`config.mk`:
```
export PLATFORM = sky130hd
export DESIGN_NAME = token_bucket_rate_limiter_flat
export DESIGN_NICKNAME = d
export VERILOG_FILES = /design/src/hw/rtl/tbrl_pkg.sv /design/src/hw/rtl/tbrl_if.sv /design/src/hw/rtl/tbrl_ctrl.sv /design/src/hw/rtl/tbrl_dp.sv /design/src/hw/rtl/token_bucket_rate_limiter.sv /design/src/flat_wrapper.sv
export SDC_FILE = /design/constraint.sdc
export NUM_CORES = 2
export LEC_CHECK = 0
export ABC_CLOCK_PERIOD_IN_PS = 17100
export CAP_MARGIN = 20
export CORE_MARGIN = 4
export CORE_UTILIZATION = 55
export DETAILED_ROUTE_END_ITERATION = 16
export DONT_BUFFER_PORTS = 1
export GPL_TIMING_DRIVEN = 0
export PLACE_DENSITY = 0.7
export SLEW_MARGIN = 20
export SYNTH_ARGS = -nofsm -noshare
export SYNTH_HDL_FRONTEND = slang
export SYNTH_SLANG_ARGS = --single-unit
```
`constraint.sdc`:
```
create_clock -name clk -period 17.1 [get_ports clk]
set_input_delay 0.855 -clock clk [delete_from_list [all_inputs] [get_ports clk]]
set_output_delay 0.855 -clock clk [all_outputs]
set_load 0.01 [all_outputs]
```
`src/hw/rtl/tbrl_pkg.sv`:
```
package tbrl_pkg;

    localparam int CFG_W     = 32;
    localparam int COUNT_W   = 32;
    localparam int WAIT_W    = 63;
    localparam int BAL_OUT_W = 48;
    localparam int REQ_W     = 2;
    localparam int IDX_W     = 2;

    localparam logic [WAIT_W-1:0] WAIT_MAX = {WAIT_W{1'b1}};

    // request codes
    localparam logic [REQ_W-1:0] REQ_TIME  = 2'd0;
    localparam logic [REQ_W-1:0] REQ_TAKE  = 2'd1;
    localparam logic [REQ_W-1:0] REQ_AVAIL = 2'd2;

    // register indexes
    localparam logic [IDX_W-1:0] CFG_INTERVAL = 2'd0;
    localparam logic [IDX_W-1:0] CFG_QUANTUM  = 2'd1;
    localparam logic [IDX_W-1:0] CFG_CAPACITY = 2'd2;

    typedef enum logic [1:0] {
        STATUS_DONE,
        STATUS_WAIT,
        STATUS_DEBT
    } status_t;

    typedef enum logic [2:0] {
        S_IDLE,
        S_EVAL,
        S_DIV,
        S_KFIX,
        S_MUL,
        S_WCALC,
        S_DONE
    } state_t;

    typedef struct packed {
        logic load_in;
        logic eval;
        logic div_step;
        logic kfix;
        logic mul_step;
        logic wcalc;
        logic commit;
    } ctrl_cmd_t;

    typedef struct packed {
        logic deficit;
        logic div_last;
        logic mul_last;
    } dp_sts_t;

endpackage

```
`src/hw/rtl/tbrl_if.sv`:
```
interface tbrl_req_if;
    logic                          valid;
    logic                          ready;
    logic [tbrl_pkg::REQ_W-1:0]    req_type;
    logic [tbrl_pkg::COUNT_W-1:0]  count;
    logic [tbrl_pkg::WAIT_W-1:0]   max_wait;
    logic                          wait_unlimited;

    modport source (
        output valid, req_type, count, max_wait, wait_unlimited,
        input  ready
    );

    modport sink (
        input  valid, req_type, count, max_wait, wait_unlimited,
        output ready
    );
endinterface

interface tbrl_rsp_if;
    logic                           valid;
    logic                           ready;
    logic [1:0]                     status;
    logic [tbrl_pkg::COUNT_W-1:0]   granted;
    logic [tbrl_pkg::WAIT_W-1:0]    wait_time;
    logic [tbrl_pkg::BAL_OUT_W-1:0] balance;

    modport source (
        output valid, status, granted, wait_time, balance,
        input  ready
    );

    modport sink (
        input  valid, status, granted, wait_time, balance,
        output ready
    );
endinterface

```
`src/hw/rtl/tbrl_ctrl.sv`:
```
module tbrl_ctrl (
    input  logic                clk,
    input  logic                rst_n,
    input  logic                in_valid,
    output logic                in_ready,
    output logic                out_valid,
    input  logic                out_ready,
    input  tbrl_pkg::dp_sts_t   sts,
    output tbrl_pkg::ctrl_cmd_t cmd
);

    tbrl_pkg::state_t state_reg, state_next;
    logic             out_valid_reg, out_valid_next;

    always_ff @(posedge clk or negedge rst_n)
    begin
        if (!rst_n)
        begin
            state_reg     <= tbrl_pkg::S_IDLE;
            out_valid_reg <= 1'b0;
        end
        else
        begin
            state_reg     <= state_next;
            out_valid_reg <= out_valid_next;
        end
    end

    always_comb
    begin
        state_next     = state_reg;
        cmd            = '0;
        in_ready       = 1'b0;
        out_valid_next = out_valid_reg && !out_ready;
        unique case (state_reg)
            tbrl_pkg::S_IDLE:
            begin
                in_ready = 1'b1;
                if (in_valid)
                begin
                    cmd.load_in = 1'b1;
                    state_next  = tbrl_pkg::S_EVAL;
                end
            end
            tbrl_pkg::S_EVAL:
            begin
                cmd.eval   = 1'b1;
                state_next = sts.deficit ? tbrl_pkg::S_DIV : tbrl_pkg::S_DONE;
            end
            tbrl_pkg::S_DIV:
            begin
                cmd.div_step = 1'b1;
                if (sts.div_last)
                begin
                    state_next = tbrl_pkg::S_KFIX;
                end
            end
            tbrl_pkg::S_KFIX:
            begin
                cmd.kfix   = 1'b1;
                state_next = tbrl_pkg::S_MUL;
            end
            tbrl_pkg::S_MUL:
            begin
                cmd.mul_step = 1'b1;
                if (sts.mul_last)
                begin
                    state_next = tbrl_pkg::S_WCALC;
                end
            end
            tbrl_pkg::S_WCALC:
            begin
                cmd.wcalc  = 1'b1;
                state_next = tbrl_pkg::S_DONE;
            end
            tbrl_pkg::S_DONE:
            begin
                // hold until the output register is free or drains this cycle
                if (!out_valid_reg || out_ready)
                begin
                    cmd.commit     = 1'b1;
                    out_valid_next = 1'b1;
                    state_next     = tbrl_pkg::S_IDLE;
                end
            end
            default:
            begin
                state_next = tbrl_pkg::S_IDLE;
            end
        endcase
    end

    assign out_valid = out_valid_reg;

endmodule

```
`src/hw/rtl/tbrl_dp.sv`:
```
module tbrl_dp #(
    parameter int BALANCE_BITS = 49
) (
    input  logic                              clk,
    input  logic                              rst_n,
    input  logic                              cfg_we,
    input  logic [tbrl_pkg::IDX_W-1:0]        cfg_index,
    input  logic [tbrl_pkg::CFG_W-1:0]        cfg_data,
    input  logic [tbrl_pkg::REQ_W-1:0]        in_req_type,
    input  logic [tbrl_pkg::COUNT_W-1:0]      in_count,
    input  logic [tbrl_pkg::WAIT_W-1:0]       in_max_wait,
    input  logic                              in_wait_unlimited,
    input  tbrl_pkg::ctrl_cmd_t               cmd,
    output tbrl_pkg::dp_sts_t                 sts,
    output logic [1:0]                        out_status,
    output logic [tbrl_pkg::COUNT_W-1:0]      out_granted,
    output logic [tbrl_pkg::WAIT_W-1:0]       out_wait_time,
    output logic [tbrl_pkg::BAL_OUT_W-1:0]    out_balance
);

    localparam int BW = BALANCE_BITS;
    localparam int DW = BW - 1;
    localparam int PW = DW + tbrl_pkg::CFG_W;
    localparam int CW = $clog2(DW);
    localparam int XW = BW - tbrl_pkg::COUNT_W;

    // configuration and bucket state
    logic [tbrl_pkg::CFG_W-1:0] interval_reg, quantum_reg, capacity_reg;
    logic signed [BW-1:0]       balance_reg, balance_next;
    logic [tbrl_pkg::CFG_W-1:0] phase_reg, phase_next;

    // latched item
    logic [tbrl_pkg::REQ_W-1:0]   req_type_reg;
    logic [tbrl_pkg::COUNT_W-1:0] count_reg;
    logic [tbrl_pkg::WAIT_W-1:0]  max_wait_reg;
    logic                         unlimited_reg;

    // wait computation
    logic signed [BW-1:0]       nb_reg;
    logic                       deficit_reg;
    logic [DW-1:0]              quo_reg;
    logic [tbrl_pkg::CFG_W-1:0] rem_reg;
    logic [DW-1:0]              k_reg;
    logic [tbrl_pkg::CFG_W-1:0] mplier_reg;
    logic [PW-1:0]              prod_reg;
    logic [tbrl_pkg::WAIT_W-1:0] wait_reg;
    logic [CW-1:0]              iter_reg;

    // result register
    tbrl_pkg::status_t             status_reg;
    logic [tbrl_pkg::COUNT_W-1:0]  granted_reg;
    logic [tbrl_pkg::WAIT_W-1:0]   wait_time_reg;
    logic [tbrl_pkg::BAL_OUT_W-1:0] balance_out_reg;

    logic [tbrl_pkg::CFG_W-1:0] iv_eff, q_eff;
    logic signed [BW-1:0]       count_s, cap_s, quantum_s, grant_s;
    logic signed [BW-1:0]       diff, deficit_val, refill_sum, refilled;
    logic                       take_active;
    logic [tbrl_pkg::CFG_W:0]   trial;
    logic                       trial_ge;
    logic [tbrl_pkg::CFG_W-1:0] rem_step;
    logic [PW-1:0]              prod_step;
    logic [63:0]                wait_limit;
    logic [tbrl_pkg::WAIT_W-1:0] wait_calc;
    logic [tbrl_pkg::CFG_W:0]   phase_inc;
    logic                       wrap;
    logic [tbrl_pkg::COUNT_W-1:0] grant_val;
    logic                       wait_refuse, debt_refuse;
    tbrl_pkg::status_t          status_next;
    logic [tbrl_pkg::COUNT_W-1:0] granted_next;
    logic [tbrl_pkg::WAIT_W-1:0]  wait_time_next;
    logic [63:0]                bal_wide;

    assign iv_eff    = (interval_reg == '0) ? tbrl_pkg::CFG_W'(1) : interval_reg;
    assign q_eff     = (quantum_reg == '0) ? tbrl_pkg::CFG_W'(1) : quantum_reg;
    assign count_s   = signed'({{XW{1'b0}}, count_reg});
    assign cap_s     = signed'({{XW{1'b0}}, capacity_reg});
    assign quantum_s = signed'({{XW{1'b0}}, q_eff});

    assign take_active = (req_type_reg == tbrl_pkg::REQ_TAKE) && (count_reg != '0);
    assign diff        = balance_reg - count_s;
    assign deficit_val = count_s - balance_reg;

    assign sts.deficit  = take_active && (balance_reg < count_s);
    assign sts.div_last = (iter_reg == CW'(DW - 1));
    assign sts.mul_last = (iter_reg == CW'(tbrl_pkg::CFG_W - 1));

    // restoring division, one quotient bit per step
    assign trial    = {rem_reg, quo_reg[DW-1]};
    assign trial_ge = (trial >= {1'b0, q_eff});
    assign rem_step = trial_ge ? tbrl_pkg::CFG_W'(trial - {1'b0, q_eff})
                               : trial[tbrl_pkg::CFG_W-1:0];

    // shift-add multiply, interval bits from the top
    assign prod_step = {prod_reg[PW-2:0], 1'b0}
                     + (mplier_reg[tbrl_pkg::CFG_W-1] ? PW'(k_reg) : '0);

    assign wait_limit = {1'b0, tbrl_pkg::WAIT_MAX} + {32'd0, phase_reg};

    always_comb
    begin
        if (prod_reg > PW'(wait_limit))
        begin
            wait_calc = tbrl_pkg::WAIT_MAX;
        end
        else if (prod_reg <= PW'(phase_reg))
        begin
            wait_calc = '0;
        end
        else
        begin
            wait_calc = tbrl_pkg::WAIT_W'(prod_reg - PW'(phase_reg));
        end
    end

    assign phase_inc  = {1'b0, phase_reg} + (tbrl_pkg::CFG_W + 1)'(1);
    assign wrap       = (phase_inc >= {1'b0, iv_eff});
    assign refill_sum = balance_reg + quantum_s;
    assign refilled   = (refill_sum > cap_s) ? cap_s : refill_sum;
    assign grant_val  = (count_s < balance_reg) ? count_reg
                                                : balance_reg[tbrl_pkg::COUNT_W-1:0];
    assign grant_s    = signed'({{XW{1'b0}}, grant_val});

    assign wait_refuse = !unlimited_reg && (wait_reg > max_wait_reg);
    // below the debt floor exactly when the top two bits read 10
    assign debt_refuse = nb_reg[BW-1] && !nb_reg[BW-2];

    always_comb
    begin
        balance_next   = balance_reg;
        phase_next     = phase_reg;
        status_next    = tbrl_pkg::STATUS_DONE;
        granted_next   = '0;
        wait_time_next = '0;
        case (req_type_reg)
            tbrl_pkg::REQ_TIME:
            begin
                if (wrap)
                begin
                    phase_next = '0;
                    if (balance_reg < cap_s)
                    begin
                        balance_next = refilled;
                    end
                end
                else
                begin
                    phase_next = phase_inc[tbrl_pkg::CFG_W-1:0];
                end
            end
            tbrl_pkg::REQ_TAKE:
            begin
                if (take_active)
                begin
                    if (!deficit_reg)
                    begin
                        balance_next = nb_reg;
                    end
                    else
                    begin
                        wait_time_next = wait_reg;
                        if (wait_refuse)
                        begin
                            status_next = tbrl_pkg::STATUS_WAIT;
                        end
                        else if (debt_refuse)
                        begin
                            status_next = tbrl_pkg::STATUS_DEBT;
                        end
                        else
                        begin
                            balance_next = nb_reg;
                        end
                    end
                end
            end
            tbrl_pkg::REQ_AVAIL:
            begin
                if ((count_reg != '0) && (balance_reg > 0))
                begin
                    granted_next = grant_val;
                    balance_next = balance_reg - grant_s;
                end
            end
            default:
            begin
            end
        endcase
    end

    assign bal_wide = 64'(balance_next);

    always_ff @(posedge clk or negedge rst_n)
    begin
        if (!rst_n)
        begin
            interval_reg <= tbrl_pkg::CFG_W'(1);
            quantum_reg  <= tbrl_pkg::CFG_W'(1);
            capacity_reg <= tbrl_pkg::CFG_W'(1);
            balance_reg  <= BW'(1);
            phase_reg    <= '0;
        end
        else if (cfg_we)
        begin
            unique case (cfg_index)
                tbrl_pkg::CFG_INTERVAL: interval_reg <= cfg_data;
                tbrl_pkg::CFG_QUANTUM:  quantum_reg  <= cfg_data;
                tbrl_pkg::CFG_CAPACITY:
                begin
                    capacity_reg <= cfg_data;
                    balance_reg  <= signed'({{XW{1'b0}}, cfg_data});
                    phase_reg    <= '0;
                end
                default:
                begin
                end
            endcase
        end
        else if (cmd.commit)
        begin
            balance_reg <= balance_next;
            phase_reg   <= phase_next;
        end
    end

    always_ff @(posedge clk)
    begin
        if (cmd.load_in)
        begin
            req_type_reg  <= in_req_type;
            count_reg     <= in_count;
            max_wait_reg  <= in_max_wait;
            unlimited_reg <= in_wait_unlimited;
        end
        if (cmd.eval)
        begin
            nb_reg      <= diff;
            deficit_reg <= sts.deficit;
            quo_reg     <= deficit_val[DW-1:0];
            rem_reg     <= '0;
            iter_reg    <= '0;
        end
        if (cmd.div_step)
        begin
            quo_reg  <= {quo_reg[DW-2:0], trial_ge};
            rem_reg  <= rem_step;
            iter_reg <= iter_reg + CW'(1);
        end
        if (cmd.kfix)
        begin
            // round the quotient up on a nonzero remainder
            k_reg      <= quo_reg + DW'(rem_reg != '0);
            mplier_reg <= iv_eff;
            prod_reg   <= '0;
            iter_reg   <= '0;
        end
        if (cmd.mul_step)
        begin
            prod_reg   <= prod_step;
            mplier_reg <= {mplier_reg[tbrl_pkg::CFG_W-2:0], 1'b0};
            iter_reg   <= iter_reg + CW'(1);
        end
        if (cmd.wcalc)
        begin
            wait_reg <= wait_calc;
        end
        if (cmd.commit)
        begin
            status_reg      <= status_next;
            granted_reg     <= granted_next;
            wait_time_reg   <= wait_time_next;
            balance_out_reg <= bal_wide[tbrl_pkg::BAL_OUT_W-1:0];
        end
    end

    assign out_status    = status_reg;
    assign out_granted   = granted_reg;
    assign out_wait_time = wait_time_reg;
    assign out_balance   = balance_out_reg;

endmodule

```
`src/hw/rtl/token_bucket_rate_limiter.sv`:
```
// Time items, takes that stay out of debt and take-available items pass through the
// evaluate and done states. A take that goes into debt also passes through the
// restoring divider (one quotient bit per cycle) and the shift-add multiplier
// (one interval bit per cycle) before its result is valid.
// One item is worked on at a time.
// Reset: all three registers read 1, balance 1, phase 0; no clearing pass.
module token_bucket_rate_limiter #(
    parameter int BALANCE_BITS = 49
) (
    input  logic                       clk,
    input  logic                       rst_n,
    input  logic                       cfg_we,
    input  logic [tbrl_pkg::IDX_W-1:0] cfg_index,
    input  logic [tbrl_pkg::CFG_W-1:0] cfg_data,
    tbrl_req_if.sink                   req,
    tbrl_rsp_if.source                 rsp
);

    tbrl_pkg::ctrl_cmd_t cmd;
    tbrl_pkg::dp_sts_t   sts;

    tbrl_ctrl u_ctrl (
        .clk       (clk),
        .rst_n     (rst_n),
        .in_valid  (req.valid),
        .in_ready  (req.ready),
        .out_valid (rsp.valid),
        .out_ready (rsp.ready),
        .sts       (sts),
        .cmd       (cmd)
    );

    tbrl_dp #(
        .BALANCE_BITS (BALANCE_BITS)
    ) u_dp (
        .clk               (clk),
        .rst_n             (rst_n),
        .cfg_we            (cfg_we),
        .cfg_index         (cfg_index),
        .cfg_data          (cfg_data),
        .in_req_type       (req.req_type),
        .in_count          (req.count),
        .in_max_wait       (req.max_wait),
        .in_wait_unlimited (req.wait_unlimited),
        .cmd               (cmd),
        .sts               (sts),
        .out_status        (rsp.status),
        .out_granted       (rsp.granted),
        .out_wait_time     (rsp.wait_time),
        .out_balance       (rsp.balance)
    );

    // an accepted item keeps the input closed on the next cycle
    assert property (@(posedge clk) disable iff (!rst_n)
        (req.valid && req.ready) |=> !req.ready)
    else $error("input accepted while an item is in flight");

    // a wait refusal always reports a nonzero wait and grants nothing
    assert property (@(posedge clk) disable iff (!rst_n)
        (rsp.valid && (rsp.status == tbrl_pkg::STATUS_WAIT))
            |-> ((rsp.wait_time != '0) && (rsp.granted == '0)))
    else $error("wait refusal with zero wait or a grant");

    // a grant only comes from a completed take-available item
    assert property (@(posedge clk) disable iff (!rst_n)
        (rsp.valid && (rsp.granted != '0))
            |-> ((rsp.status == tbrl_pkg::STATUS_DONE) && (rsp.wait_time == '0)))
    else $error("grant reported with a refusal or a wait");

endmodule

```
`src/flat_wrapper.sv`:
```
// flat-port wrapper written by rule: the top's interface ports become plain ports
module token_bucket_rate_limiter_flat 
#(
    parameter int BALANCE_BITS = 49
)
  (clk, rst_n, cfg_we, cfg_index, cfg_data, req_valid, req_req_type, req_count, req_max_wait, req_wait_unlimited, req_ready, rsp_valid, rsp_status, rsp_granted, rsp_wait_time, rsp_balance, rsp_ready);
  tbrl_req_if req_i ();
  tbrl_rsp_if rsp_i ();
  input  logic clk;
  input  logic rst_n;
  input  logic cfg_we;
  input  logic [tbrl_pkg::IDX_W-1:0] cfg_index;
  input  logic [tbrl_pkg::CFG_W-1:0] cfg_data;
  input wire logic [$bits(req_i.valid)-1:0] req_valid;
  input wire logic [$bits(req_i.req_type)-1:0] req_req_type;
  input wire logic [$bits(req_i.count)-1:0] req_count;
  input wire logic [$bits(req_i.max_wait)-1:0] req_max_wait;
  input wire logic [$bits(req_i.wait_unlimited)-1:0] req_wait_unlimited;
  output wire logic [$bits(req_i.ready)-1:0] req_ready;
  output wire logic [$bits(rsp_i.valid)-1:0] rsp_valid;
  output wire logic [$bits(rsp_i.status)-1:0] rsp_status;
  output wire logic [$bits(rsp_i.granted)-1:0] rsp_granted;
  output wire logic [$bits(rsp_i.wait_time)-1:0] rsp_wait_time;
  output wire logic [$bits(rsp_i.balance)-1:0] rsp_balance;
  input wire logic [$bits(rsp_i.ready)-1:0] rsp_ready;
  assign req_i.valid = req_valid;
  assign req_i.req_type = req_req_type;
  assign req_i.count = req_count;
  assign req_i.max_wait = req_max_wait;
  assign req_i.wait_unlimited = req_wait_unlimited;
  assign req_ready = req_i.ready;
  assign rsp_valid = rsp_i.valid;
  assign rsp_status = rsp_i.status;
  assign rsp_granted = rsp_i.granted;
  assign rsp_wait_time = rsp_i.wait_time;
  assign rsp_balance = rsp_i.balance;
  assign rsp_i.ready = rsp_ready;
  token_bucket_rate_limiter #(.BALANCE_BITS(BALANCE_BITS)) u_core (.clk(clk), .rst_n(rst_n), .cfg_we(cfg_we), .cfg_index(cfg_index), .cfg_data(cfg_data), .req(req_i), .rsp(rsp_i));
endmodule
```
Word-level counts from Yosys, hierarchy flattened
Index checks and enable logic that the tools add are counted.

Add/subtract/negate cells: 11. $lt $le $gt $ge: 10. Eq/ne operators: 23. Muxes and demuxes: 55. Bitwise operators: 3. Reductions and logical operators: 34.

Operators with widths (number): two-way mux 49 bit (11); two-way mux 32 bit (13); two-way mux 80 bit (2); one-hot mux 49 bit (3 select lines) (1); two-way mux 48 bit (3); less-than comparator 49 x 33 -> 1 bit (2); subtractor 49 x 33 -> 49 bit (2); adder 80 x 48 -> 80 bit (1); greater-than comparator 80 x 64 -> 1 bit (1); <= comparator 80 x 32 -> 1 bit (1); greater-or-equal comparator 33 x 32 -> 1 bit (2); adder 63 x 32 -> 64 bit, first input constant (1); logical NOT 32 bit (2); nonzero test 32 bit (2); greater-than comparator 63 bit (1); two-way mux 63 bit (1); subtractor 63 x 32 -> 63 bit (1); adder 49 x 33 -> 49 bit (1); greater-than comparator 49 x 1 -> 1 bit, second input constant (1); greater-than comparator 49 x 33 -> 1 bit (1); less-than comparator 33 x 49 -> 1 bit (1); adder 48 x 1 -> 48 bit (1); subtractor 33 x 48 -> 48 bit (1); adder 32 x 1 -> 33 bit, second input constant (1); other kinds (31) (82).

Flip-flop bits (word level): 783. Input port bits: 137. Output and inout port bits: 147. Logic and storage cells: 163.

Depth between registers and ports, before layout
Word-level depth: 10. Mapped depth: 30. Depth with buffers taken out: 28.

Modules after synthesis
A second synthesis with hierarchy kept.

Cells, all modules: 5658. Area, all modules: 53797.8 um^2.

Modules (own cells, without submodules): tbrl_dp (times used 1, cells each 5626, area an instance 53505.1 um^2, seq. area each 22501.6 um^2); tbrl_ctrl (times used 1, cells each 32, area an instance 292.8 um^2, seq. area each 100.1 um^2).

Worst setup path before layout
OpenSTA, ideal clock, no wires.

Kind: input port to flip-flop. From: in req_valid. To: reg u_core.u_dp.count_reg[0] (netlist bit) (enable). Setup time: 0.675 ns. Data arrival time: 7.545 ns. Required time: 16.425 ns. Slack: 8.880 ns. Stages on the path: 2. Path buffers: 0. Path through: nand2_1 > nor3_1.

RTL lines: start: declaration (line flat_wrapper.sv:14) `input wire logic [$bits(req_i.valid)-1:0] req_valid;`; end signal: assignment (line tbrl_dp.sv:231) `count_reg <= in_count;`; end: declaration (line tbrl_dp.sv:34) `logic [tbrl_pkg::COUNT_W-1:0] count_reg;`.

Final worst setup path
From: reg u_core.u_dp.balance_reg[7]. To: reg u_core.u_dp.balance_out_reg, in the netlist u_core.u_dp.out_balance[35] (data pin).

Longest elaborated chain between the ends: 6. Elaborated cells on any way between the ends: 13. Those cells by class: add/sub (2); order compare (4); mux (6); reduce/logical (1).

Ends and longest elaborated chain: start: declaration (line tbrl_dp.sv:29) `logic signed [BW-1:0] balance_reg, balance_next;`; start signal: assignment (line tbrl_dp.sv:211) `balance_reg <= signed'({{XW{1'b0}}, cfg_data});`; start signal: assignment (line tbrl_dp.sv:221) `balance_reg <= balance_next;`; adder 49 x 33 -> 49 bit (line tbrl_dp.sv:118) `assign refill_sum = balance_reg + quantum_s;`; greater-than comparator 49 x 33 -> 1 bit (line tbrl_dp.sv:119) `assign refilled = (refill_sum > cap_s) ? cap_s : refill_sum;`; two-way mux 49 bit (line tbrl_dp.sv:119); two-way mux 49 bit (line tbrl_dp.sv:141) `if (balance_reg < cap_s)`; two-way mux 49 bit (line tbrl_dp.sv:138) `if (wrap)`; one-hot mux 49 bit (3 select lines) (*) (line tbrl_dp.sv:135) `case (req_type_reg)`; via u_core.u_dp.balance_next[35] (line tbrl_dp.sv:29); end signal: assignment (line tbrl_dp.sv:272) `balance_out_reg <= bal_wide[tbrl_pkg::BAL_OUT_W-1:0];`; end: declaration (line tbrl_dp.sv:53) `logic [tbrl_pkg::BAL_OUT_W-1:0] balance_out_reg;`.

Mark *: on every way through the listed nets, which the timed path passes. The rest lies on a longest branch. The select of a mux whose other input is x is not followed. A chain may end at the register's enable or synchronous reset.

==> out/metrics.cfg <==
[timing]
fmax_mhz = 102
finalCriticalPeriod_ns = 9.84
worst_pin_slew_ns = 1.22
fin_skew_ns = 0.0307
fin_tns_setup_ns = 0
maxSlewViolCount = 0
finalHoldViolCount = 0
min_period_over_period = 0.575
slew_headroom = 0.178
rsz0062_at_grt = false
whs_ns = 0.0329
setup_violations = 0

[yosys]
synthArstFlopShare = 0.231
yosys-top-cells-area = edfxtp_1 34%, ha_1 11%, dfrtp_1 8.3%, xnor2_1 4.8%, a21oi_1 3.3%
synth_warnings = 0
ys_seq_elements = 783
synth_top_cell_by_area = edfxtp_1
synthCells = 5535
synth-main-ff-cell = edfxtp_1
synthTopCellsByCount = 601 x edfxtp_1, 467 x ha_1, 424 x nand2_1
yosysUniqueCellTypes = 92
synth.avg_cell_area_um2 = 9.66
synth_edf_count = 601
synth_nets = 6146
synth_top_area_frac = 0.338
seq_area_frac_synth = 0.423
yosysMostFrequentCell = edfxtp_1
syn-cell-area_um2 = 53500

[place]
hpwlAfterDp_um = 144000
portBuffers = 0
finalWeightedCongestion = 1.01
placedCellCount = 6841

[cts]
cts_tree = done
cts_buffers = 91
clock_latency_ns = 0.70
ctsHoldBuffers = 2
cts.clk_slew.worst_paths_ns = 0.06
clockBufferDepth = 3
ctsResizeCount = 0
cts-root-buf = clkbuf_16
h-tree-depth = 3
postCtsSetupRepairBufs = 0
clkSinkCount = 783

[setup_path]
endpoint = u_core.u_dp.out_balance[35]
crit_start = u_core.u_dp.balance_reg[7]
path_class = flip-flop to flip-flop
worst-path-max-fanout = 10
r2r_slack_ns = 7.26
r2r-end = u_core.u_dp.out_balance[35]
arrival_ns = 10.29
r2r-start = u_core.u_dp.balance_reg[7]
critPathLaunchType = flip-flop
reg2reg_depth = 28
slowest_stage = a21oi_1
endpoint_kind = flip-flop
required_ns = 17.55
slowest_delay_ns = 0.86

[layout]
finalNetCount = 6274
largest_register_ffs = 80
drive_above_1_share = 0.0502
syn_to_final_growth_pct = 10.1
multi_input_area_um2 = 28500
fill_cells = 8233
final-seq-area_um2 = 22600
fin_cells = 7017

[global_routing]
grt_pass1_vias = 42987
grtUsageTotal = 0.346
overflow = 0
antenna_found_initial = 9
grt_pass1_wl_um = 268000
grt_max_degree = 178

[floorplan]
core_um2 = 96600
die_y_um = 320
num_rows = 114
initial_core_util = 0.554
die-area_um2 = 102000
dieWidth_um = 320
ios = 284

[power_and_ir_drop]
power_mw = 12.3
p_per_area_nw_per_um2 = 209
p_leak_nw = 24.2
ir_drop_v = 0.000152

[flow_run]
drv_cap = 0

[detailed_routing]
vias = 44367
routedWlPerCell_um = 25.7
firstDrtPassIters = 6
initialDrtViolationCount = 4166
wl_um = 180000
postRouteAntennaNets = 0
viasPerCell = 6.32
drc = 0

[status]
outcome = completed

[worst_hold_path]
hold_path_class = input port to async pin

stage by stage:
stage / setup WS (ns) / util / instance area [um2]
after global routing: 6.79 / 0.609 / 58800
after CTS: 7.31 / 0.609 / 58800
after global placement: 3.99 / 0.570 / 55100
after floorplan: 8.88 / - / 53500
after detailed placement: 7.37 / 0.575 / 55600
final: 7.26 / 0.609 / 58900
worst min path at each step:
| stage | start | endpoint | depth (start not counted) |
|---|---|---|---|
| finish | rst_n | u_core.u_dp.balance_reg[45] | 1 |
| global route | rst_n | u_core.u_dp.balance_reg[40] | 1 |
| CTS | req_max_wait[15] | u_core.u_dp.max_wait_reg[15] | 0 |
| detailed placement | u_core.u_dp.mplier_reg[0] | u_core.u_dp.mplier_reg[0] | 2 |
| global placement | u_core.u_dp.mplier_reg[0] | u_core.u_dp.mplier_reg[0] | 2 |
| floorplan | u_core.u_dp.mplier_reg[0] | u_core.u_dp.mplier_reg[0] | 2 |
cells in the final DEF (no fill, tap or decap), drive strengths merged, types with 87 or more instances in the layout:
cell type	count
edfxtp	601
ha	467
nand2	424
nor2	406
clkbuf	381
a21oi	357
inv	350
o21ai	337
xnor2	290
a21o	219
dfrtp	177
nor3	136
and3	126
xor2	119
nand4	118
nand3	111
nor4	97
a211oi	87
and2	87
final cells by class:
class                      count  area share
inverter                     347      0.0223
multi-input combinational   4120       0.485
buffer                       285      0.0186
antenna                        2   0.0000850
clock inverter                54      0.0103
tap                         1276      0.0271
clock buffer                 115      0.0441
sequential                   783       0.384
timing repair buffer          35     0.00838
routing by layer:
layer	vias up	routed length [um]	share of wire	GRT usage
met3	449	14100	0.078	0.0620
met2	1918	82600	0.46	0.563
met1	21336	72000	0.40	0.441
met5	-	13	0.000072	0
li1	20662	-	-	-
met4	2	11600	0.064	0.182
where the power goes:
| part | internal, mW | switching [mW] |
|---|---|---|
| logic | 2.49 | 4.29 |
| clock network | 1.22 | 0.857 |
| registers | 2.85 | 0.595 |
| total | 6.55 | 5.74 |
critical path: cells and delay by family, from the launching register on:
| family | cells | cell delay, ns |
|---|---|---|
| AO/OA/AOI/OAI | 14 | 5.04 |
| adder cells (fa/ha/maj) | 2 | 0.60 |
| buffers and inverters | 3 | 0.95 |
| flip-flops | 1 | 0.63 |
| multiplexers | 1 | 0.38 |
| AND/OR/NAND/NOR | 8 | 1.97 |
kinds of logic after synthesis:
| logic type | after synthesis | share of synthesized area |
|---|---|---|
| AO/OA/AOI/OAI | 1421 | 0.174 |
| XOR/XNOR | 409 | 0.0670 |
| adder cells (fa/ha/maj) | 474 | 0.112 |
| buffers and inverters | 632 | 0.0448 |
| flip-flops | 783 | 0.423 |
| multiplexers | 101 | 0.0203 |
| AND/OR/NAND/NOR | 1715 | 0.159 |
Note: power is estimated with default switching activity, not from simulation.
